## src/rtl/spw_pkg.sv

```systemverilog
package spw_pkg;

  // Size limits of the frame buffer
  localparam int MAX_WIDTH  = 256;
  localparam int MAX_HEIGHT = 256;
  localparam int MAX_SCALE  = 8;

  // Field and register widths
  localparam int DIM_W      = 9;
  localparam int SCALE_W    = 4;
  localparam int COORD_W    = 8;
  localparam int COLOR_W    = 8;
  localparam int INDEX_W    = 22;
  localparam int CFG_IDX_W  = 3;
  localparam int CFG_DATA_W = 9;

  // Datapath widths
  localparam int STRIDE_W = DIM_W + SCALE_W;
  localparam int COLB_W   = COORD_W + SCALE_W;
  localparam int STEP_W   = STRIDE_W + SCALE_W;
  localparam int PROD_W   = STEP_W + DIM_W;

  // Configuration register indexes
  typedef enum logic [CFG_IDX_W-1:0] {
    REG_GRID_WIDTH,
    REG_GRID_HEIGHT,
    REG_X_SCALE,
    REG_Y_SCALE,
    REG_BG_RED,
    REG_BG_GREEN,
    REG_BG_BLUE
  } spw_reg_t;

  typedef struct packed {
    logic [COLOR_W-1:0] red;
    logic [COLOR_W-1:0] green;
    logic [COLOR_W-1:0] blue;
  } spw_rgb_t;

  // Clamped configuration seen by the datapath
  typedef struct packed {
    logic [DIM_W-1:0]   w;
    logic [DIM_W-1:0]   h;
    logic [SCALE_W-1:0] xs;
    logic [SCALE_W-1:0] ys;
    spw_rgb_t           bg;
  } spw_cfg_t;

  // One block job handed from the address pipeline to the beat generator
  typedef struct packed {
    logic [INDEX_W-1:0]  row_base;
    logic [STRIDE_W-1:0] stride;
    logic [SCALE_W-1:0]  xs;
    logic [SCALE_W-1:0]  ys;
    spw_rgb_t            color;
  } spw_job_t;

endpackage

```

## src/rtl/spw_front.sv

```systemverilog
module spw_front
  import spw_pkg::*;
(
  input  logic               clk,
  input  logic               rst_n,
  input  spw_cfg_t           cfg,
  input  logic               start,
  output logic               busy,
  input  logic               in_op,
  input  logic [COORD_W-1:0] in_pos_x,
  input  logic [COORD_W-1:0] in_pos_y,
  input  logic [COLOR_W-1:0] in_red,
  input  logic [COLOR_W-1:0] in_green,
  input  logic [COLOR_W-1:0] in_blue,
  output logic               job_valid,
  input  logic               job_ready,
  output spw_job_t           job
);

  logic accept;
  logic keep;
  logic s1_free, s2_free, s3_free, s4_free;

  // stage 1: request capture
  logic               s1_v_r;
  logic [COORD_W-1:0] s1_px_r;
  logic [COORD_W-1:0] s1_py_r;
  spw_rgb_t           s1_rgb_r;

  // stage 2: stride, column base, flipped row
  logic                s2_v_r;
  logic [STRIDE_W-1:0] s2_stride_r;
  logic [COLB_W-1:0]   s2_colb_r;
  logic [DIM_W-1:0]    s2_rowy_r;
  spw_rgb_t            s2_rgb_r;

  // stage 3: bytes-free row step of one logical row
  logic                s3_v_r;
  logic [STEP_W-1:0]   s3_step_r;
  logic [STRIDE_W-1:0] s3_stride_r;
  logic [COLB_W-1:0]   s3_colb_r;
  logic [DIM_W-1:0]    s3_rowy_r;
  spw_rgb_t            s3_rgb_r;

  // stage 4: first pixel of the block
  logic                s4_v_r;
  spw_job_t            s4_job_r;

  spw_rgb_t in_rgb;

  // Out-of-range or zero-sized requests never enter the pipe
  assign keep = (cfg.xs != '0) && (cfg.ys != '0) &&
                (DIM_W'(in_pos_x) < cfg.w) && (DIM_W'(in_pos_y) < cfg.h);

  // Stall chain from the generator back to the input
  assign s4_free = !s4_v_r || job_ready;
  assign s3_free = !s3_v_r || s4_free;
  assign s2_free = !s2_v_r || s3_free;
  assign s1_free = !s1_v_r || s2_free;
  assign busy    = !s1_free;
  assign accept  = start && !busy;

  always_comb begin
    in_rgb.red   = in_red;
    in_rgb.green = in_green;
    in_rgb.blue  = in_blue;
  end

  // Valid bits
  always_ff @(posedge clk) begin
    if (!rst_n) begin
      s1_v_r <= 1'b0;
      s2_v_r <= 1'b0;
      s3_v_r <= 1'b0;
      s4_v_r <= 1'b0;
    end else begin
      if (s1_free) s1_v_r <= accept && keep;
      if (s2_free) s2_v_r <= s1_v_r;
      if (s3_free) s3_v_r <= s2_v_r;
      if (s4_free) s4_v_r <= s3_v_r;
    end
  end

  // Payload
  always_ff @(posedge clk) begin
    if (s1_free) begin
      s1_px_r  <= in_pos_x;
      s1_py_r  <= in_pos_y;
      s1_rgb_r <= in_op ? cfg.bg : in_rgb;
    end
    if (s2_free) begin
      s2_stride_r <= STRIDE_W'(cfg.xs) * STRIDE_W'(cfg.w);
      s2_colb_r   <= COLB_W'(cfg.xs) * COLB_W'(s1_px_r);
      s2_rowy_r   <= cfg.h - DIM_W'(1) - DIM_W'(s1_py_r);
      s2_rgb_r    <= s1_rgb_r;
    end
    if (s3_free) begin
      s3_step_r   <= STEP_W'(s2_stride_r) * STEP_W'(cfg.ys);
      s3_stride_r <= s2_stride_r;
      s3_colb_r   <= s2_colb_r;
      s3_rowy_r   <= s2_rowy_r;
      s3_rgb_r    <= s2_rgb_r;
    end
    if (s4_free) begin
      s4_job_r.row_base <= INDEX_W'(PROD_W'(s3_step_r) * PROD_W'(s3_rowy_r)
                                    + PROD_W'(s3_colb_r));
      s4_job_r.stride   <= s3_stride_r;
      s4_job_r.xs       <= cfg.xs;
      s4_job_r.ys       <= cfg.ys;
      s4_job_r.color    <= s3_rgb_r;
    end
  end

  assign job_valid = s4_v_r;
  assign job       = s4_job_r;

endmodule

```

## src/rtl/spw_gen.sv

```systemverilog
module spw_gen
  import spw_pkg::*;
(
  input  logic               clk,
  input  logic               rst_n,
  input  logic               job_valid,
  output logic               job_ready,
  input  spw_job_t           job,
  output logic               out_valid,
  output logic [INDEX_W-1:0] out_pixel_index,
  output logic [COLOR_W-1:0] out_blue,
  output logic [COLOR_W-1:0] out_green,
  output logic [COLOR_W-1:0] out_red,
  output logic               out_last
);

  // Walk state
  logic                act_r;
  logic [INDEX_W-1:0]  row_addr_r;
  logic [SCALE_W-1:0]  col_r;
  logic [SCALE_W-1:0]  rows_r;
  logic [SCALE_W-1:0]  xs_r;
  logic [INDEX_W-1:0]  stride_r;
  spw_rgb_t            rgb_r;

  // Output beat register
  logic                out_valid_r;
  logic [INDEX_W-1:0]  out_index_r;
  spw_rgb_t            out_rgb_r;
  logic                out_last_r;

  logic done;

  assign done      = (col_r == '0) && (rows_r == '0);
  assign job_ready = !act_r || done;

  // Columns right to left, rows upward
  always_ff @(posedge clk) begin
    if (!rst_n) begin
      act_r <= 1'b0;
    end else if (job_ready) begin
      act_r <= job_valid;
    end
  end

  always_ff @(posedge clk) begin
    if (job_ready) begin
      row_addr_r <= job.row_base;
      col_r      <= job.xs - SCALE_W'(1);
      rows_r     <= job.ys - SCALE_W'(1);
      xs_r       <= job.xs;
      stride_r   <= INDEX_W'(job.stride);
      rgb_r      <= job.color;
    end else if (col_r == '0) begin
      rows_r     <= rows_r - SCALE_W'(1);
      col_r      <= xs_r - SCALE_W'(1);
      row_addr_r <= row_addr_r + stride_r;
    end else begin
      col_r      <= col_r - SCALE_W'(1);
    end
  end

  // One beat per active cycle
  always_ff @(posedge clk) begin
    if (!rst_n) begin
      out_valid_r <= 1'b0;
    end else begin
      out_valid_r <= act_r;
    end
  end

  always_ff @(posedge clk) begin
    out_index_r <= row_addr_r + INDEX_W'(col_r);
    out_rgb_r   <= rgb_r;
    out_last_r  <= done;
  end

  assign out_valid       = out_valid_r;
  assign out_pixel_index = out_index_r;
  assign out_blue        = out_rgb_r.blue;
  assign out_green       = out_rgb_r.green;
  assign out_red         = out_rgb_r.red;
  assign out_last        = out_valid_r && out_last_r;

endmodule

```

## src/rtl/scaled_pixel_plot_writer_unit.sv

```systemverilog
// Scaled pixel plot writer: paints one logical pixel as an x_scale by y_scale
// block of a bottom-up 24-bit frame buffer.
// Input: a request beat (op, position, colour) is taken on a clock edge with
// start high and busy low. Out-of-range or zero-sized requests are taken and
// dropped at once, giving no writes.
// Output: one frame-buffer write per cycle on out_*, marked by out_valid for
// one cycle; out_last flags the final write of a block. The receiver cannot
// stall, so writes leave at a fixed rate.
// Path: after the accepting edge a request passes three more address stages,
// the generator load and the output register before its first write appears.
// Occupancy: a request occupies the write generator for its x_scale*y_scale
// writes (up to 64); the address pipeline holds further requests meanwhile and
// busy rises when it is full. Consecutive blocks stream with no gap.
// Configuration: cfg_we writes register cfg_index; write only while idle.
// Reset (synchronous, rst_n low) empties the pipeline and generator and loads
// width 128, height 64, scales 1 and a black background.
module scaled_pixel_plot_writer_unit
  import spw_pkg::*;
(
  input  logic                  clk,
  input  logic                  rst_n,
  input  logic                  cfg_we,
  input  logic [CFG_IDX_W-1:0]  cfg_index,
  input  logic [CFG_DATA_W-1:0] cfg_data,
  input  logic                  start,
  output logic                  busy,
  input  logic                  in_op,
  input  logic [COORD_W-1:0]    in_pos_x,
  input  logic [COORD_W-1:0]    in_pos_y,
  input  logic [COLOR_W-1:0]    in_red,
  input  logic [COLOR_W-1:0]    in_green,
  input  logic [COLOR_W-1:0]    in_blue,
  output logic                  out_valid,
  output logic [INDEX_W-1:0]    out_pixel_index,
  output logic [COLOR_W-1:0]    out_blue,
  output logic [COLOR_W-1:0]    out_green,
  output logic [COLOR_W-1:0]    out_red,
  output logic                  out_last
);

  logic [DIM_W-1:0]   grid_width_r;
  logic [DIM_W-1:0]   grid_height_r;
  logic [SCALE_W-1:0] x_scale_r;
  logic [SCALE_W-1:0] y_scale_r;
  logic [COLOR_W-1:0] bg_red_r;
  logic [COLOR_W-1:0] bg_green_r;
  logic [COLOR_W-1:0] bg_blue_r;

  spw_cfg_t cfg;
  logic     job_valid;
  logic     job_ready;
  spw_job_t job;

  // Register write decode
  always_ff @(posedge clk) begin
    if (!rst_n) begin
      grid_width_r  <= DIM_W'(128);
      grid_height_r <= DIM_W'(64);
      x_scale_r     <= SCALE_W'(1);
      y_scale_r     <= SCALE_W'(1);
      bg_red_r      <= '0;
      bg_green_r    <= '0;
      bg_blue_r     <= '0;
    end else if (cfg_we) begin
      unique case (spw_reg_t'(cfg_index))
        REG_GRID_WIDTH:  grid_width_r  <= cfg_data[DIM_W-1:0];
        REG_GRID_HEIGHT: grid_height_r <= cfg_data[DIM_W-1:0];
        REG_X_SCALE:     x_scale_r     <= cfg_data[SCALE_W-1:0];
        REG_Y_SCALE:     y_scale_r     <= cfg_data[SCALE_W-1:0];
        REG_BG_RED:      bg_red_r      <= cfg_data[COLOR_W-1:0];
        REG_BG_GREEN:    bg_green_r    <= cfg_data[COLOR_W-1:0];
        REG_BG_BLUE:     bg_blue_r     <= cfg_data[COLOR_W-1:0];
        default: ;
      endcase
    end
  end

  // Clamp sizes and scales to the buffer limits
  always_comb begin
    cfg.w = (32'(grid_width_r) > MAX_WIDTH) ? DIM_W'(MAX_WIDTH) : grid_width_r;
    cfg.h = (32'(grid_height_r) > MAX_HEIGHT) ? DIM_W'(MAX_HEIGHT) : grid_height_r;
    cfg.xs = (32'(x_scale_r) > MAX_SCALE) ? SCALE_W'(MAX_SCALE) : x_scale_r;
    cfg.ys = (32'(y_scale_r) > MAX_SCALE) ? SCALE_W'(MAX_SCALE) : y_scale_r;
    cfg.bg.red   = bg_red_r;
    cfg.bg.green = bg_green_r;
    cfg.bg.blue  = bg_blue_r;
  end

  spw_front u_front (
    .clk       (clk),
    .rst_n     (rst_n),
    .cfg       (cfg),
    .start     (start),
    .busy      (busy),
    .in_op     (in_op),
    .in_pos_x  (in_pos_x),
    .in_pos_y  (in_pos_y),
    .in_red    (in_red),
    .in_green  (in_green),
    .in_blue   (in_blue),
    .job_valid (job_valid),
    .job_ready (job_ready),
    .job       (job)
  );

  spw_gen u_gen (
    .clk             (clk),
    .rst_n           (rst_n),
    .job_valid       (job_valid),
    .job_ready       (job_ready),
    .job             (job),
    .out_valid       (out_valid),
    .out_pixel_index (out_pixel_index),
    .out_blue        (out_blue),
    .out_green       (out_green),
    .out_red         (out_red),
    .out_last        (out_last)
  );

  // No write beat right after reset
  a_reset_quiet: assert property (@(posedge clk) !rst_n |=> !out_valid)
    else $error("write beat after reset");

  // A block streams without gaps until its last beat
  a_block_contiguous: assert property (@(posedge clk) disable iff (!rst_n)
    out_valid && !out_last |=> out_valid)
    else $error("gap inside a block");

  // A job held by a busy generator does not change
  a_job_hold: assert property (@(posedge clk) disable iff (!rst_n)
    job_valid && !job_ready |=> job_valid && $stable(job))
    else $error("pending job lost or changed");

endmodule

```

## config.mk

```make
export PLATFORM = sky130hd
export DESIGN_NAME = scaled_pixel_plot_writer_unit
export DESIGN_NICKNAME = d
export VERILOG_FILES = /design/src/rtl/spw_pkg.sv /design/src/rtl/spw_front.sv /design/src/rtl/spw_gen.sv /design/src/rtl/scaled_pixel_plot_writer_unit.sv
export SDC_FILE = /design/constraint.sdc
export NUM_CORES = 1
export LEC_CHECK = 0
export BUFFER_PORTS_ARGS = -buffer_cell sky130_fd_sc_hd__buf_2
export CELL_PAD_IN_SITES_DETAIL_PLACEMENT = 1
export CELL_PAD_IN_SITES_GLOBAL_PLACEMENT = 1
export CORE_ASPECT_RATIO = 1.75
export CORE_UTILIZATION = 37
export CTS_BUF_LIST = sky130_fd_sc_hd__clkbuf_2
export CTS_CLUSTER_DIAMETER = 150
export DETAILED_ROUTE_END_ITERATION = 10
export HOLD_SLACK_MARGIN = 0.12
export PLACE_DENSITY_LB_ADDON = 0.1
export SYNTH_ARGS = -nofsm -noshare
export SYNTH_HDL_FRONTEND = slang
export SYNTH_HIERARCHICAL = 1
export SYNTH_SLANG_ARGS = --single-unit
export TNS_END_PERCENT = 50
```

## constraint.sdc

```tcl
create_clock -name clk -period 5.5 [get_ports clk]
set_input_delay 0.275 -clock clk [delete_from_list [all_inputs] [get_ports clk]]
set_output_delay 0.275 -clock clk [all_outputs]
set_load 0.005 [all_outputs]
```

==> metrics.cfg <==
[status]
status = finished clean

[grt]
maximum_number_of_pins_on_one_net_before_global_route_repair = 70
globalRouteOverflowTotal = 0
grt_antenna_before_repair = 3
global_route_wire_length_before_repair_microns = 95400
grtUsageTotal_pct = 20.0
grt_pass1_vias = 17699

[sta]
timing.final.crit_share_pct = 98.5
setup_total_negative_slack_ps = 0
grt_setup_unrepaired = true
report.final.slew_viol_count = 0
tightest_slew_ps = 824
max-slew-margin-rel_pct = 45.0
setup_violations = 0
finalClockSkew_ps = 77.4
maxClockFrequency_mhz = 185
finalHoldViolations = 0
min_period_ps = 5420

[place]
post-dp-hpwl_microns = 47400
gp_routability_congestion = 0.835
placement.io_buffers = 105
detailed_place.area_sq_um = 24900

[die]
top_level_ports = 106
rows = 121
design.die.area_sq_um = 63600
die_h_microns = 333
placeableCoreArea_sq_um = 62100
die-width_microns = 191
initial_cell_density_of_the_core_pct = 37.3

[worst_setup_path]
cp.arrival_ps = 6240
worst-endpoint-required_ps = 6320
crit_type = reg2reg
worst_r2r_path_depth = 16
setup.worst_path.end_class = flop
crit_path_max_fanout = 5
cp-start-kind = flop

[synth]
synth_compound_area_share_pct = 5.74
yosysUniqueCellTypes = 68
synth_adder_area_share_pct = 21.6
post_synth.cell_area_avg_sq_um = 12.0
yosys.area.top_type_share_pct = 39.8
syn-num-nets = 2283
top_count_cell_post_synth = edfxtp_1
netlist_instances = 1922
mappedNetlistArea_sq_um = 23200
async_flop_share_pct = 0
ys_ff_latch = 414
edff_count_synth = 307
synth.yosys.seq_area_share_pct = 49.1
total_of_warnings_raised_by_yosys = 6
post_synth_and_or_nand_nor_area_fraction_pct = 11.8
cell_type_contributing_the_most_total_cell_area_after_synthesis = edfxtp_1
synth-xor-area-share_pct = 3.67
combinational_family_with_the_most_area_after_synthesis = adder cells
yosys-mux-area-fraction_pct = 3.69
synth_commonest_cells = edfxtp_1 (307), nand2_1 (255), inv_1 (212)
synth_ff_type = edfxtp_1
post_synth_main_area_contributors = edfxtp_1 (40%), fa_1 (14%), dfxtp_1 (9.3%)

[detailed_routing]
met3WireLength_microns = 1800
detail_route.wl_per_cell_microns = 19.3
routed_wl_microns = 61500
amount_of_wire_on_met2_after_detailed_routing_microns = 37300
wirelength_met1_microns = 19800
route.detailed.vias_per_inst = 4.84
drt-initial-drc-count = 427
final_antenna_net_count = 0
routed-via-count = 15393
drt_pass1_iterations = 4
number_of_design_rule_violations_left_after_detail_routing = 0
highest_layer = met5

[power_and_ir_drop]
max-vdd-ir-drop_uv = 173
p_total_w = 0.00729
powerDensity_nw_per_um2 = 264
total_leakage_power_nw = 12.8

[clocking]
ctsLongestPathBuffers = 3
tritoncts_clock_tree = built
clkSinkCount = 414
root_buffer = clkbuf_2
clk_pin_slew_worst_paths_ps = 100
numCtsBuffers = 98
cts_max_level = 3
clk-insertion-delay-late_ps = 1090

[hold_path]
hold_path_class = reg2reg
worst_hold_path_cells = 0

[layout]
layout_stage_area_growth_over_the_synthesis_result_pct = 19.1
drive_gt1_share_pct = 17.7
fillerInstances = 6752
finalInstanceArea_sq_um = 27600
finish.net_count = 2660
final_core_util_pct = 44.4

[run]
cap_viol_max_count = 0

-- state kept, by name (all words and copies together), names as in the netlist, 12 cells and up --
| name | cells |
|---|---|
| u_front/job | 67 |
| u_front/s3_step_r | 17 |
| u_front/s3_stride_r | 13 |
| u_front/s2_stride_r | 13 |
| u_gen/rgb_r | 24 |
| u_gen/row_addr_r | 22 |
| u_front/s3_rgb_r | 24 |
| u_front/s1_rgb_r | 24 |
| u_gen/out_pixel_index | 22 |
| u_gen/stride_r | 13 |
| u_front/s2_colb_r | 12 |
| u_front/s3_colb_r | 12 |
| u_front/s2_rgb_r | 24 |
-- logic make-up after synthesis --
kind of cell | count (synthesis)
and+or+nand+nor | 552
DFF | 414
adders and majority gates | 304
buffers and inverters | 265
AOI/OAI and AO/OA | 208
xor gates and xnor gates | 97
muxes | 82
-- placed cells by master (no fill, tap or decap), types with 5 or more instances in the layout --
| cell | instances |
|---|---|
| edfxtp_1 | 307 |
| nor4_1 | 6 |
| clkbuf_2 | 149 |
| buf_2 | 105 |
| clkinv_1 | 21 |
| fa_1 | 154 |
| a21oi_1 | 60 |
| mux2i_1 | 55 |
| o21bai_1 | 8 |
| nand2b_1 | 10 |
| nor3_1 | 13 |
| nand3_1 | 11 |
| dlygate4sd3_1 | 144 |
| o21ai_0 | 44 |
| inv_2 | 8 |
| dfxtp_1 | 107 |
| a31oi_1 | 6 |
| nand4_1 | 7 |
| nand2_1 | 254 |
| and2_4 | 8 |
| inv_1 | 205 |
| and3_1 | 6 |
| and2_1 | 121 |
| xor2_1 | 43 |
| o211ai_1 | 6 |
| buf_4 | 78 |
| fa_2 | 6 |
| a21o_1 | 20 |
| a211oi_1 | 9 |
| nor2b_1 | 40 |
| xnor2_1 | 54 |
| nor2_1 | 42 |
| mux2_2 | 27 |
| a211o_1 | 5 |
| ha_1 | 140 |
| o21a_1 | 12 |
-- final cells by class --
class | count | area [sq um] | area share, %
tap | 799 | 1000 | 3.63
timing repair buffer | 330 | 2590 | 9.38
clock inverter | 33 | 195 | 0.708
sequential | 414 | 11400 | 41.2
inverter | 212 | 796 | 2.89
clock buffer | 149 | 746 | 2.70
antenna | 2 | 5.00 | 0.0181
multi-input combinational | 1243 | 10900 | 39.5
-- final timing paths --
path	start	endpoint	slack, ps
max	u_front/s3_step_r[5]$_DFFE_PP_	u_front/job[60]$_DFFE_PP_	80
min	u_gen/rgb_r[7]$_DFFE_PP_	u_gen/out_blue[7]$_DFF_P_	330
max reg2reg	u_front/s3_step_r[5]$_DFFE_PP_	u_front/job[60]$_DFFE_PP_	80
min reg2reg	u_gen/rgb_r[7]$_DFFE_PP_	u_gen/out_blue[7]$_DFF_P_	330
-- worst max-delay path: stages, from the launching register on --
cell,delay (ps)
edfxtp_1,510
and2_4,190
fa_1,480
fa_1,590
fa_1,460
fa_1,540
inv_1,60
fa_1,530
inv_2,60
ha_4,240
and2_4,140
a221o_1,330
a211o_1,340
or2_4,270
a21oi_2,110
nor2b_1,50
o311a_1,270
-- repair_timing --
action | in CTS | in global routing
setup buffers | 11 | 11
pin swaps | 6 | 26
endpoints found under the setup margin | 7 | 10
hold endpoints to repair | 96 | 0
cloned | 0 | 0
gates resized for setup | 3 | 35
hold buffers | 144 | 0
-- through the flow --
| step | std cells | hold slack (ps) | worst slack [ps] |
|---|---|---|---|
| 6_report | 3182 | 333 | 80.1 |
| 5_1_grt | 3182 | 188 | -51.0 |
| 2_1_floorplan | 1922 | 323 | 4.64 |
| 3_3_place_gp | 2833 | 325 | -173 |
| 3_5_place_dp | 2833 | 329 | -240 |
| 4_1_cts | 3170 | 121 | -29.2 |
-- routing by layer --
metal  track usage [%]  up-vias
met4              9.57        2
met3              3.45      118
met5                 0        -
li1                  -     7301
met2              42.1      247
met1              17.1     7725
-- where the power goes --
part | internal (W) | switching, W | total, W
combinational | 0.000637 | 0.000709 | 0.00135
sequential | 0.00368 | 0.000193 | 0.00387
clock | 0.000796 | 0.00128 | 0.00208
total | 0.00511 | 0.00218 | 0.00729
No activity file was read; power rests on OpenSTA's default activity.
